==> src/rtl/core/pattern_change_debouncer_unit_macros.svh <==
// Assertion macros for the pattern change debouncer
`ifndef PATTERN_CHANGE_DEBOUNCER_UNIT_MACROS_SVH
`define PATTERN_CHANGE_DEBOUNCER_UNIT_MACROS_SVH

// same-cycle implication, disabled in reset
`define PCD_ASSERT_NOW(label, ante, cons, msg) \
  label: assert property (@(posedge clk) disable iff (!rst_n) (ante) |-> (cons)) \
    else $error(msg);

// next-cycle implication, disabled in reset
`define PCD_ASSERT_NEXT(label, ante, cons, msg) \
  label: assert property (@(posedge clk) disable iff (!rst_n) (ante) |=> (cons)) \
    else $error(msg);

`endif

==> src/rtl/core/pcd_pkg.sv <==
// Types and constants shared by the pattern change debouncer modules
package pcd_pkg;

  localparam int unsigned TimeW    = 32;
  localparam int unsigned PatW     = 3;
  localparam int unsigned CountW   = 8;
  localparam int unsigned SpacingW = 16;
  localparam int unsigned AddrW    = 4;
  localparam int unsigned DataW    = 32;

  localparam logic [PatW-1:0]   PAT_UNKNOWN    = 3'd0;
  localparam logic [PatW-1:0]   PAT_SLOW_BLINK = 3'd3;
  localparam logic [PatW-1:0]   PAT_FAST_BLINK = 3'd4;
  localparam logic [CountW-1:0] COUNT_MAX      = 8'd255;

  // register indexes (byte address / 4)
  localparam logic [1:0] REG_QUIET_SPACING = 2'd0;
  localparam logic [1:0] REG_BLINK_POLLS   = 2'd1;
  localparam logic [1:0] REG_QUIET_POLLS   = 2'd2;

  localparam logic [SpacingW-1:0] QUIET_SPACING_RST = 16'd30;
  localparam logic [CountW-1:0]   BLINK_POLLS_RST   = 8'd1;
  localparam logic [CountW-1:0]   QUIET_POLLS_RST   = 8'd2;

  typedef struct packed {
    logic [SpacingW-1:0] quiet_spacing;
    logic [CountW-1:0]   blink_polls;
    logic [CountW-1:0]   quiet_polls;
  } pcd_cfg_t;

  // last report time doubles as last change time: both are set together
  typedef struct packed {
    logic [PatW-1:0]   cand_pat;
    logic [CountW-1:0] cand_cnt;
    logic [PatW-1:0]   report;
    logic [TimeW-1:0]  chg_time;
  } pcd_state_t;

endpackage

==> src/rtl/core/pattern_change_debouncer_unit.sv <==
// Pattern change debouncer: top level with input word register, result register and APB port
// One poll word per cycle in while no stall holds it, one result word per poll out.
// A poll waits in the input register, is evaluated by a single pass of compares and
// two 32-bit subtracts, and lands in the result register together with the state
// update. The sustained rate is one word per clock; the only limit is the result
// register, whose stall backs up the input after one further word. The result carries
// the change flag plus the currently reported pattern and the time of the last accepted
// change. Registers: 0x0 quiet spacing (ms), 0x4 blink stable polls, 0x8 quiet stable
// polls; write them only while no poll is in flight.
module pattern_change_debouncer_unit (
  input  logic                          clk,
  input  logic                          rst_n,
  input  logic                          in_valid,
  output logic                          in_stall,
  input  logic [pcd_pkg::TimeW-1:0]     in_now_ms,
  input  logic [pcd_pkg::PatW-1:0]      in_pattern,
  output logic                          out_valid,
  input  logic                          out_stall,
  output logic                          out_changed,
  output logic [pcd_pkg::PatW-1:0]      out_reported_pattern,
  output logic [pcd_pkg::TimeW-1:0]     out_change_time_ms,
  input  logic                          cfg_psel,
  input  logic                          cfg_penable,
  input  logic                          cfg_pwrite,
  input  logic [pcd_pkg::AddrW-1:0]     cfg_paddr,
  input  logic [pcd_pkg::DataW-1:0]     cfg_pwdata,
  output logic [pcd_pkg::DataW-1:0]     cfg_prdata,
  output logic                          cfg_pready
);

  pcd_pkg::pcd_cfg_t               cfg_r;
  pcd_pkg::pcd_state_t             state_r;
  pcd_pkg::pcd_state_t             state_nxt;
  logic                            s1_valid_r;
  logic [pcd_pkg::TimeW-1:0]       s1_now_r;
  logic [pcd_pkg::PatW-1:0]        s1_pat_r;
  logic                            out_valid_r;
  logic                            out_changed_r;
  logic                            changed;
  logic                            advance;
  logic                            in_take;
  logic                            cfg_wr;
  logic [1:0]                      reg_idx;

  assign advance  = !out_valid_r || !out_stall;
  assign in_stall = s1_valid_r && !advance;
  assign in_take  = in_valid && !in_stall;

  assign cfg_pready = 1'b1;
  assign cfg_wr     = cfg_psel && cfg_penable && cfg_pwrite && cfg_pready;
  assign reg_idx    = cfg_paddr[3:2];

  always_ff @(posedge clk) begin
    if (!rst_n) begin
      cfg_r.quiet_spacing <= pcd_pkg::QUIET_SPACING_RST;
      cfg_r.blink_polls   <= pcd_pkg::BLINK_POLLS_RST;
      cfg_r.quiet_polls   <= pcd_pkg::QUIET_POLLS_RST;
    end else if (cfg_wr) begin
      case (reg_idx)
        pcd_pkg::REG_QUIET_SPACING: cfg_r.quiet_spacing <= cfg_pwdata[pcd_pkg::SpacingW-1:0];
        pcd_pkg::REG_BLINK_POLLS:   cfg_r.blink_polls   <= cfg_pwdata[pcd_pkg::CountW-1:0];
        pcd_pkg::REG_QUIET_POLLS:   cfg_r.quiet_polls   <= cfg_pwdata[pcd_pkg::CountW-1:0];
        default: ;
      endcase
    end
  end

  always_comb begin
    case (reg_idx)
      pcd_pkg::REG_QUIET_SPACING:
        cfg_prdata = {{(pcd_pkg::DataW-pcd_pkg::SpacingW){1'b0}}, cfg_r.quiet_spacing};
      pcd_pkg::REG_BLINK_POLLS:
        cfg_prdata = {{(pcd_pkg::DataW-pcd_pkg::CountW){1'b0}}, cfg_r.blink_polls};
      pcd_pkg::REG_QUIET_POLLS:
        cfg_prdata = {{(pcd_pkg::DataW-pcd_pkg::CountW){1'b0}}, cfg_r.quiet_polls};
      default:
        cfg_prdata = '0;
    endcase
  end

  // input word register
  always_ff @(posedge clk) begin
    if (!rst_n) begin
      s1_valid_r <= 1'b0;
    end else if (!in_stall) begin
      s1_valid_r <= in_valid;
    end
  end

  always_ff @(posedge clk) begin
    if (in_take) begin
      s1_now_r <= in_now_ms;
      s1_pat_r <= in_pattern;
    end
  end

  pcd_eval u_eval (
    .cfg       (cfg_r),
    .state     (state_r),
    .now_ms    (s1_now_r),
    .pattern   (s1_pat_r),
    .state_nxt (state_nxt),
    .changed   (changed)
  );

  // state moves only when the word moves into the result register
  always_ff @(posedge clk) begin
    if (!rst_n) begin
      state_r.cand_pat <= pcd_pkg::PAT_UNKNOWN;
      state_r.cand_cnt <= '0;
      state_r.report   <= pcd_pkg::PAT_UNKNOWN;
      state_r.chg_time <= '0;
    end else if (advance && s1_valid_r) begin
      state_r <= state_nxt;
    end
  end

  always_ff @(posedge clk) begin
    if (!rst_n) begin
      out_valid_r <= 1'b0;
    end else if (advance) begin
      out_valid_r <= s1_valid_r;
    end
  end

  always_ff @(posedge clk) begin
    if (advance && s1_valid_r) begin
      out_changed_r <= changed;
    end
  end

  assign out_valid            = out_valid_r;
  assign out_changed          = out_changed_r;
  // state only advances with a new result, so it is the held result's view
  assign out_reported_pattern = state_r.report;
  assign out_change_time_ms   = state_r.chg_time;

`include "pattern_change_debouncer_unit_macros.svh"

  `PCD_ASSERT_NOW(a_change_follows_cand, out_valid_r && out_changed_r, state_r.report == state_r.cand_pat, "reported pattern differs from candidate right after a change")
  `PCD_ASSERT_NEXT(a_cnt_nonzero, advance && s1_valid_r, state_r.cand_cnt != '0, "candidate count zero after a poll")
  `PCD_ASSERT_NEXT(a_state_held, out_valid_r && out_stall, $stable(state_r), "state moved while result stalled")

endmodule

==> src/rtl/core/pcd_eval.sv <==
// Next-state logic of the debouncer for one poll
module pcd_eval (
  input  pcd_pkg::pcd_cfg_t              cfg,
  input  pcd_pkg::pcd_state_t            state,
  input  logic [pcd_pkg::TimeW-1:0]      now_ms,
  input  logic [pcd_pkg::PatW-1:0]       pattern,
  output pcd_pkg::pcd_state_t            state_nxt,
  output logic                           changed
);

  logic                          same;
  logic [pcd_pkg::CountW-1:0]    cnt_nxt;
  logic                          blink;
  logic [pcd_pkg::CountW-1:0]    req;
  logic [pcd_pkg::TimeW-1:0]     diff;
  logic                          allowed;

  assign same  = (pattern == state.cand_pat);
  assign blink = (pattern == pcd_pkg::PAT_SLOW_BLINK) || (pattern == pcd_pkg::PAT_FAST_BLINK);
  assign req   = blink ? cfg.blink_polls : cfg.quiet_polls;

  always_comb begin
    if (!same) begin
      cnt_nxt = pcd_pkg::CountW'(1);
    end else if (state.cand_cnt == pcd_pkg::COUNT_MAX) begin
      cnt_nxt = state.cand_cnt;
    end else begin
      cnt_nxt = state.cand_cnt + pcd_pkg::CountW'(1);
    end
  end

  // wrap-safe spacing: sign bit of (now - last - spacing)
  assign diff    = now_ms - state.chg_time
                   - {{(pcd_pkg::TimeW-pcd_pkg::SpacingW){1'b0}}, cfg.quiet_spacing};
  assign allowed = blink || !diff[pcd_pkg::TimeW-1];
  assign changed = (cnt_nxt >= req) && (pattern != state.report) && allowed;

  always_comb begin
    state_nxt          = state;
    state_nxt.cand_pat = pattern;
    state_nxt.cand_cnt = cnt_nxt;
    if (changed) begin
      state_nxt.report   = pattern;
      state_nxt.chg_time = now_ms;
    end
  end

endmodule

==> config.mk <==
export PLATFORM = sky130hd
export DESIGN_NAME = pattern_change_debouncer_unit
export DESIGN_NICKNAME = d
export VERILOG_FILES = /design/src/rtl/core/pcd_pkg.sv /design/src/rtl/core/pattern_change_debouncer_unit.sv /design/src/rtl/core/pcd_eval.sv
export VERILOG_INCLUDE_DIRS = /design/src /design/src/rtl/core
export SDC_FILE = /design/constraint.sdc
export NUM_CORES = 1
export LEC_CHECK = 0
export ABC_AREA = 1
export BUFFER_PORTS_ARGS = -buffer_cell sky130_fd_sc_hd__buf_2
export CORE_MARGIN = 2
export CORE_UTILIZATION = 50
export DETAILED_ROUTE_END_ITERATION = 7
export HOLD_SLACK_MARGIN = 0.06
export PLACE_DENSITY = 0.74
export SLEW_MARGIN = 20
export SYNTH_ARGS = -nofsm -noshare
export SYNTH_HDL_FRONTEND = slang
export SYNTH_SLANG_ARGS = --single-unit
==> constraint.sdc <==
create_clock -name clk -period 3.1 [get_ports clk]
set_input_delay 0.62 -clock clk [delete_from_list [all_inputs] [get_ports clk]]
set_output_delay 0.62 -clock clk [all_outputs]
set_load 0.01 [all_outputs]
Word level (Yosys, flattened, before mapping)
Cells that the tools add are included.
Word-level totals
  bits in writable memories: 0
  output and inout port bits: 71
  flip-flop bits (word level): 116
  input port bits: 78
  bits in read-only memories: 0
  memories: 0
  logic and storage cells: 47
  bits in latches: 0
Operators by class
  multiplexer cells: 4
  shift operators: 0
  bitwise logic cells: 0
  $lt $le $gt $ge: 1
  add/subtract/negate cells: 3
  equality and inequality tests: 7
  multipliers: 0
  reduce and logical (&&, ||, !) cells: 20
  div/mod/pow operators: 0
Operators with widths (count)
  $pmux W16 S3: 1
  $sub A32 B16 Y32: 1
  $sub A32 B32 Y32: 1
  $mux W8: 3
  $add A8 B1 Y8 const B: 1
  $eq A8 B8 Y1 const B: 1
  $ge A8 B8 Y1: 1
  $reduce_and A2 Y1: 4
  $logic_and A1 B1 Y1: 7
  $logic_not A1 Y1: 5
  $eq A3 B2 Y1 const B: 1
  $eq A3 B3 Y1: 1
  $eq A3 B3 Y1 const B: 1
  $logic_or A1 B1 Y1: 3
  $ne A3 B3 Y1: 1
  $eq A2 B1 Y1 const B: 1
  $eq A2 B2 Y1 const B: 1
  $logic_not A2 Y1: 1

Depth between registers and ports, before layout
Gate-level depths: netlist of run 1.
  depth in word-level cells: 7
  mapped depth: 21
  depth with buffers taken out: 20

By module
Synthesis of run 1 repeated with hierarchy kept, for this count alone.
Second synthesis, totals
  cell total of the unflattened synthesis: 993
  area total of the unflattened synthesis: 7475.9 um^2
By module, submodules not included
  pattern_change_debouncer_unit: instances 1, area each 4789.6 um^2, cells an instance 547
  pcd_eval: instances 1, area each 2686.3 um^2, cells an instance 446

Worst setup path before layout of run 1
No wires, ideal clock.
  path kind: flip-flop to flip-flop
  from: reg s1_pat_r[1] in the netlist's numbering
  to: reg state_r, in the netlist out_change_time_ms[16]
  arrival: 2.725 ns
  clock period less this slack: 2.835 ns
  data required time: 2.990 ns
  slack: 0.265 ns
  cell stages (with the launch flop): 17
  path through: edfxtp_1 > nand2_1 > inv_1 > o21ai_1 > clkbuf_1 > o21ai_0 > ha_1 > nand2_1 > nor2_1 > nand4_1 > o2111ai_1 > nand2_1 > inv_2 > buf_1 > nand4_1 > nand2_1 > nor2_1
On the way
  longest elaborated chain between the ends: 7
  elaborated cells on any way between the ends: 12
  those cells by class: order compare (1); eq/ne (4); mux (2); reduce/logical (5)
Ends and longest elaborated chain
  start, declared: RTL line pattern_change_debouncer_unit.sv:36  | logic [pcd_pkg::PatW-1:0] s1_pat_r;
  start signal, assigned: RTL line pattern_change_debouncer_unit.sv:93  | s1_pat_r <= in_pattern;
  $eq A3 B2 Y1 or $eq A3 B3 Y1 (tied branches): RTL line pcd_eval.sv:19  | assign blink = (pattern == pcd_pkg::PAT_SLOW_BLINK) || (pattern == pcd_pkg::PAT_FAST_BLINK);
  $logic_or A1 B1 Y1: RTL line pcd_eval.sv:19
  $mux W8: RTL line pcd_eval.sv:20  | assign req = blink ? cfg.blink_polls : cfg.quiet_polls;
  $ge A8 B8 Y1: RTL line pcd_eval.sv:36  | assign changed = (cnt_nxt >= req) && (pattern != state.report) && allowed;
  $logic_and A1 B1 Y1: RTL line pcd_eval.sv:36
  $logic_and A1 B1 Y1 (*): RTL line pcd_eval.sv:36
  $reduce_and A2 Y1 (no source line) (*)
  end signal, assigned: RTL line pattern_change_debouncer_unit.sv:114  | state_r <= state_nxt;
  end, declared: RTL line pattern_change_debouncer_unit.sv:32  | pcd_pkg::pcd_state_t state_r;
Mark *: on every way between the ends. The rest lies on a longest branch, timed or not.
A chain may end at the register's enable or synchronous reset.

Worst setup path after layout of run 1
  from: reg state_r, in the netlist out_change_time_ms[14]
  to: reg state_r, in the netlist out_change_time_ms[10]
On the way
  longest elaborated chain between the ends: 6
Ends and longest elaborated chain
  $sub A32 B32 Y32: RTL line pcd_eval.sv:33  | assign diff = now_ms - state.chg_time
  $sub A32 B16 Y32: RTL line pcd_eval.sv:34  | - {{(pcd_pkg::TimeW-pcd_pkg::SpacingW){1'b0}}, cfg.quiet_spacing};
  $logic_not A1 Y1: RTL line pcd_eval.sv:35  | assign allowed = blink || !diff[pcd_pkg::TimeW-1];
  $logic_or A1 B1 Y1: RTL line pcd_eval.sv:35
  $logic_and A1 B1 Y1: RTL line pcd_eval.sv:36
  $reduce_and A2 Y1 (no source line)
No other way between the ends.

==> implementation parameters, run 1 <==
Parameter                              Value

Global routing
  Total gr overflow    0
  First-pass GRT wire length    24500 µm
  Number of global-route vias before repair    between 5000 and 6000
  Maximum number of pins on one net before global-route repair    36
  Tot GR Track Use    0.212
  Initial antenna violation count    0

STA
  Number of pins exceeding their max-slew limit in the final report    0
  Tightest Pin Transition    between 0.6 and 0.7 ns
  Highest clock rate    ~350 MHz
  Remaining max-slew budget at the tightest pin    0.534
  Setup-failing EPs final    0
  Count of final hold-check violations    0
  Min Tclk post-route    2.89 ns
  Clock skew after layout    0.00583 ns
  Final period util    0.932
  Final worst setup slack    about 0.21 ns

Setup path
  Kind of start point of the critical path    register
  Setup slack of the worst register-to-register path    around 0.21 ns
  Crit Reg-Reg Startpoint    out_change_time_ms[14]$_SDFFE_PN0P_
  Critical path cell sequence    inv_1, fa_1, ha_1, nand2_1, nor2_1, nand2_1, nor2_1, nor2_1, nand2_1, nand2_1, nand2_1, nand2_2, nand3_4, buf_4, nand4_1, nand2_1, nor2_1
  Critical Path Max Stage Delay    about 0.48 ns
  Depth of the worst register-to-register path    17
  Top fanout value on the critical path    24
  Buffers & Inverters on Critical Path    2
  Required time of the worst setup path    3.41 ns
  Family with the most delay on the worst path    simple AND/OR/NAND/NOR gates
  CP endpoint kind    register
  Slowest cell on crit path    sky130_fd_sc_hd__fa_1
  Worst r2r dst    out_change_time_ms[10]$_SDFFE_PN0P_
  Cell repeated most along the worst path    sky130_fd_sc_hd__nand2_1
  Arrival time reported for the critical path endpoint    between 3 and 4 ns
  Worst Path Class, Setup    reg -> reg

Min path
  Hold Crit Endpoint    s1_now_r[20]$_DFFE_PP_
  Type of the most critical hold path    in -> reg
  Hold wc startpoint    in_now_ms[20]
  Worst hold stages    1

Finish
  Antenna diode count    0
  Final standard cell utilization of the core    0.598
  Summed area of non-filler cells in the final layout    0.00824 mm²
  Layout Nets    1146
  Proportion of layout cells with a drive suffix above 1    0.175
  Number of non-filler instances in the completed layout    about 1200
  Layout Area Growth over Synthesis    17.8%

Floorplanning
  CORE AREA    between 0.01 and 0.015 mm²
  # IOs    149
  Initial core utilization    0.508
  Overall die width    122 µm
  Number of standard-cell rows in the floorplan    between 40 and 50
  Y dimension of the die    roughly 120 µm
  Die area    0.0149 mm²

Power
  Leakage power of the design    0.00417 µW
  Power density over cell area    about 540 mW/mm²
  Maximum resistive drop on vdd    ~440 µV

Place
  Number of I/O port buffers    113
  Placed instance area    0.00743 mm²
  Detailed placement HPWL    10800 µm
  Post-Place Worst Slack    0.0453 ns
  Final estimated routing congestion in global placement    0.847
  Dpl cells    1154

Logic synthesis
  Seq/Total Area, Yosys    0.384
  Number of unique standard cell types used by synthesis    30
  Parity-gate share of the synthesized area counting xor and xnor cells    0.0113
  Synthesized flop and latch total    116
  Synthesized-area fraction occupied by ao, oa, aoi and oai cells    0.0830
  Post-synthesis mux area share    0
  Post-synthesis instance area    0.00699 mm²
  Syn Inst Count    912
  Warnings, synthesis    0
  Post-synthesis simple-gate area fraction    0.192
  Combinational family with the most area after synthesis    simple AND/OR/NAND/NOR gates
  Mean Syn Cell Area    ~7.7 µm²
  Arithmetic-cell share of the synthesized area counting full adders, half adders and majority gates    0.140

Route
  Drt initial violations    564
  Per-cell routed wire length    between 10 and 15 µm
  Total wire length    15600 µm
  Overall via count from detail_route    about 5700
  Number of vias per cell    4.80
  TritonRoute pass-1 iters    5
  Antenna viol nets, final    0
  Final routed DRC violation total    0

Clock tree
  Hold buffer count at CTS    0
  Max H-tree Level    4
  Clock root buffer    sky130_fd_sc_hd__clkbuf_16
  Insertion delay to the later sink of the worst-skew pair    0.41 ns
  Number of CTS-inserted buffers    17
  CTS tree    built
  Sinks on the clock net    ~120
  Clock input transition at the sequential cells of the worst setup and hold paths    0.05 ns
  Maximum count of clock buffers along a single path    2

Status
  Status    complete, no violations

Job
  Reported max-cap violation count    0
-- worst max path at each step --
stage,start,end,cells past startpoint
finish,out_change_time_ms[14]$_SDFFE_PN0P_,out_change_time_ms[10]$_SDFFE_PN0P_,17
global route,state_r[37]$_SDFFE_PN0P_,out_change_time_ms[8]$_SDFFE_PN0P_,19
CTS,state_r[35]$_SDFFE_PN0P_,out_change_time_ms[7]$_SDFFE_PN0P_,21
detailed placement,state_r[35]$_SDFFE_PN0P_,out_change_time_ms[21]$_SDFFE_PN0P_,21
global placement,state_r[35]$_SDFFE_PN0P_,out_change_time_ms[5]$_SDFFE_PN0P_,21
floorplan,s1_pat_r[1]$_DFFE_PP_,out_change_time_ms[16]$_SDFFE_PN0P_,16
-- synth_stat cells, drive strengths merged --
| cell type | instances | area [µm²] |
|---|---|---|
| conb | 2 | 7.51 |
| nor3 | 6 | 30.0 |
| edfxtp | 36 | 1080 |
| a21o | 3 | 22.5 |
| a31oi | 1 | 6.26 |
| nor2 | 95 | 357 |
| inv | 212 | 796 |
| o221ai | 4 | 35.0 |
| xor2 | 3 | 26.3 |
| nand3 | 20 | 125 |
| o2111ai | 1 | 8.76 |
| fa | 14 | 280 |
| nand2 | 162 | 611 |
| nand4 | 35 | 219 |
| buf | 66 | 472 |
| o211ai | 9 | 67.6 |
| o21ai | 45 | 225 |
| a211oi | 2 | 15.0 |
| a21oi | 40 | 200 |
| clkbuf | 14 | 52.6 |
| dfxtp | 80 | 1600 |
| xnor2 | 6 | 52.6 |
| ha | 56 | 701 |
-- kinds of logic (layout without fill, tap and decap cells) --
group	Yosys count	after routing
flops	116	116
xor+xnor	9	9
other cells	2	17
buf+inv	292	376
fa+ha+maj	70	70
simple gates	318	318
compound gates	105	105
-- flip-flops by register name, summed over array words and instances, names as in the netlist --
signal and flops:
s1_pat_r 3, out_changed 1, state_r 11, out_change_time_ms 32, out_reported_pattern 3, s1_now_r 32, out_valid 1, cfg_r 32
s1_valid_r 1
-- report_power, final --
group	internal, µW	switching [µW]	total [µW]
clock network	1470	672	2140
registers	1640	42.8	1680
logic	218	368	586
-- layer usage --
layer  wire [µm]  part of all wire  vias to the layer above  track usage
met4         457             0.029                        0       0.0797
met2        7300              0.47                      157        0.333
li1            -                 -                     2947            -
met1        7010              0.45                     2572        0.282
met5           0                 0                        -            0
met3         882             0.056                       39       0.0572
-- placed cells by master, fill, tap and decap left out, types with 3 or more instances in the layout --
master,n
sky130_fd_sc_hd__conb_1,17
sky130_fd_sc_hd__ha_1,55
sky130_fd_sc_hd__nand4_1,35
sky130_fd_sc_hd__a21oi_1,40
sky130_fd_sc_hd__edfxtp_1,36
sky130_fd_sc_hd__nor3_1,4
sky130_fd_sc_hd__buf_2,113
sky130_fd_sc_hd__nand2_1,160
sky130_fd_sc_hd__xnor2_1,6
sky130_fd_sc_hd__bufinv_16,4
sky130_fd_sc_hd__dfxtp_2,3
sky130_fd_sc_hd__fa_1,14
sky130_fd_sc_hd__nand3_1,16
sky130_fd_sc_hd__inv_1,210
sky130_fd_sc_hd__clkbuf_16,20
sky130_fd_sc_hd__buf_4,14
sky130_fd_sc_hd__a21o_1,3
sky130_fd_sc_hd__dfxtp_1,77
sky130_fd_sc_hd__o221ai_1,4
sky130_fd_sc_hd__nand3_4,3
sky130_fd_sc_hd__clkbuf_8,4
sky130_fd_sc_hd__xor2_1,3
sky130_fd_sc_hd__o211ai_1,9
sky130_fd_sc_hd__nor2_1,93
sky130_fd_sc_hd__o21ai_0,44
-- metrics by stage --
stage               TNS [ns]  power [µW]  hold WS [ns]
floorplan                  0        2120         0.445
global placement           0        2260         0.458
detailed placement         0        2270         0.462
CTS                        0        4430         0.361
global route         -0.0634        4610         0.359
finish                     0        4410         0.378
-- layout make-up --
cell class | instances | area, µm²
flip-flops and latches | 116 | 2690
fillers | 1252 | 5540
inverters | 212 | 796
multi-input cells | 519 | 3110
clock inverters | 9 | 145
repair buffers | 132 | 763
clock buffers | 23 | 509
well taps | 180 | 225
-- what timing repair did --
action / CTS / global route
setup buffers: 0 / 2
setup endpoints to repair: 0 / 35
gates resized for setup: 0 / 19
Note: power is estimated with default switching activity, not from simulation.
==> run 2: changes to the inputs <==
Settings changed: CAP_MARGIN set to 20, RECOVER_POWER set to 25.
Clock period 3.1 ns to 3.4 ns, I/O delays scaled along.
==> implementation parameters, run 2 (synthesis gave the netlist of run 1 again) <==
Parameter                              Value

Status
  Status    finished with violations
  Violations in the final reports    max-capacitance violations, max-slew violations

Floorplanning
  Y dimension of the die    122 µm
  CORE AREA    0.0138 mm²
  Die area    0.0149 mm²
  Number of standard-cell rows in the floorplan    43
  # IOs    149
  Overall die width    122 µm
  Initial core utilization    0.508

Finish
  Commonest non-fill, non-tap cell in the layout    sky130_fd_sc_hd__inv_1
  Number of inserted filler cells in the final layout    ~1200
  Proportion of layout cells with a drive suffix above 1    0.149
  Layout Nets    1140
  Leading cell types in the layout, fill and taps excluded    sky130_fd_sc_hd__inv_1 (211), sky130_fd_sc_hd__nand2_1 (161), sky130_fd_sc_hd__buf_2 (105)
  Summed area of non-filler cells in the final layout    between 0.008 and 0.009 mm²
  Antenna diode count    0
  Layout Area Growth over Synthesis    15.1%

Route
  Number of vias per cell    approximately 4.8
  Final routed DRC violation total    0
  Antenna viol nets, final    0
  Overall via count from detail_route    5672
  Per-cell routed wire length    roughly 13 µm
  TritonRoute pass-1 iters    6
  Total wire length    15700 µm
  Drt initial violations    466

STA
  Final period util    0.901
  RSZ-0062 raised after global routing    false
  Setup-failing EPs final    0
  Count of final hold-check violations    0
  Clock skew after layout    between 0.008 and 0.009 ns
  Tightest Pin Transition    1.94 ns
  Remaining max-slew budget at the tightest pin    -0.294
  Highest clock rate    326 MHz
  Number of pins exceeding their max-slew limit in the final report    38
  Min Tclk post-route    3.06 ns
  Setup tns final    0 ns

Global routing
  Number of global-route vias before repair    about 5200
  Total gr overflow    0
  Maximum number of pins on one net before global-route repair    39
  Tot GR Track Use    0.217
  Initial antenna violation count    0
  First-pass GRT wire length    25100 µm

Power
  Maximum resistive drop on vdd    ~530 µV
  Power density over cell area    478 mW/mm²
  Leakage power of the design    0.00403 µW
  Sum of internal, switching and leakage power    between 3000 and 4000 µW

Clock tree
  Clock input transition at the sequential cells of the worst setup and hold paths    0.06 ns
  Max H-tree Level    4
  Hold buffer count at CTS    0
  Clock root buffer    sky130_fd_sc_hd__clkbuf_16
  Insertion delay to the later sink of the worst-skew pair    0.41 ns
  Maximum count of clock buffers along a single path    2
  Sinks on the clock net    116
  Number of CTS-inserted buffers    17
  CTS tree    built

Place
  Final estimated routing congestion in global placement    0.871
  Placed instance area    0.00741 mm²
  Detailed placement HPWL    10900 µm
  Number of I/O port buffers    113

Setup path
  Family with the most delay on the worst path    simple AND/OR/NAND/NOR gates
  Kind of start point of the critical path    register
  Buffers & Inverters on Critical Path    3
  Slowest cell on crit path    sky130_fd_sc_hd__dfxtp_1
  Setup slack of the worst register-to-register path    0.34 ns
  Critical Path Max Stage Delay    0.36 ns
  Critical path cell sequence    ha_1, nand3_1, nor3_1, nand2_1, nand3_1, nor2_1, xor2_1, nand2_1, inv_1, ha_1, nand2_1, nor2_1, nand4_1, o2111ai_1, nand2_1, inv_2, buf_4, nand4_1, nand2_1, nor2_1
  Top fanout value on the critical path    11
  Arrival time reported for the critical path endpoint    3.36 ns
  CP endpoint kind    register
  Required time of the worst setup path    3.70 ns
  Cell repeated most along the worst path    sky130_fd_sc_hd__nand2_1
  Worst Path Class, Setup    reg -> reg

Min path
  Type of the most critical hold path    in -> reg

Job
  Reported max-cap violation count    1
[run 2: changes by cell type in the layout (fill, tap and decap cells not counted), moves of 3 or more]
cell,previous run,this run
sky130_fd_sc_hd__clkbuf_1,1,11
sky130_fd_sc_hd__buf_2,113,105
sky130_fd_sc_hd__buf_4,14,8
sky130_fd_sc_hd__clkbuf_16,20,17
sky130_fd_sc_hd__clkbuf_8,4,1
sky130_fd_sc_hd__dfxtp_1,77,80
sky130_fd_sc_hd__dfxtp_2,3,0
[run 2: through the flow]
stage	hold WS [ns]	std cells	utilization	setup WS [ns]
2_1_floorplan	0.445	927	-	0.565
3_3_place_gp	0.458	1150	0.538	0.213
3_5_place_dp	0.462	1150	0.538	0.162
4_1_cts	0.415	1182	0.580	0.129
5_1_grt	0.418	1185	0.584	0.0142
6_report	0.439	1185	0.584	0.336
[run 2: layout make-up]
class,count,area (µm²),area share
multi-input combinational,520,3070,0.382
tap,180,225,0.0280
clock inverter,11,135,0.0168
clock buffer,21,450,0.0560
sequential,116,2680,0.333
timing repair buffer,125,687,0.0854
inverter,212,796,0.0989
[run 2: metal layers]
metal,part of all wire,global-route usage
met1,0.45,0.283
met2,0.47,0.355
met3,0.057,0.0511
met4,0.023,0.0726
met5,0,0
[run 2: path summary, 6_finish.rpt]
path,start,to,depth (start not counted)
hold reg to reg,out_reported_pattern[1]$_SDFFE_PN0P_,out_reported_pattern[1]$_SDFFE_PN0P_,2
hold / removal,in_now_ms[20],s1_now_r[20]$_DFFE_PP_,1
setup reg to reg,state_r[35]$_SDFFE_PN0P_,out_change_time_ms[10]$_SDFFE_PN0P_,20
setup / recovery,state_r[35]$_SDFFE_PN0P_,out_change_time_ms[10]$_SDFFE_PN0P_,20
[run 2: power by group]
group          internal [µW]  switching (µW)  leakage (µW)
Clock                   1160             622      0.000278
Sequential              1490            36.7       0.00100
Combinational            196             337       0.00276
[run 2: timing repair]
action	4_1_cts	5_1_grt
setup buffers	0	2
endpoints found under the setup margin	0	35
endpoints found under the hold margin	0	0
resized for setup	0	2
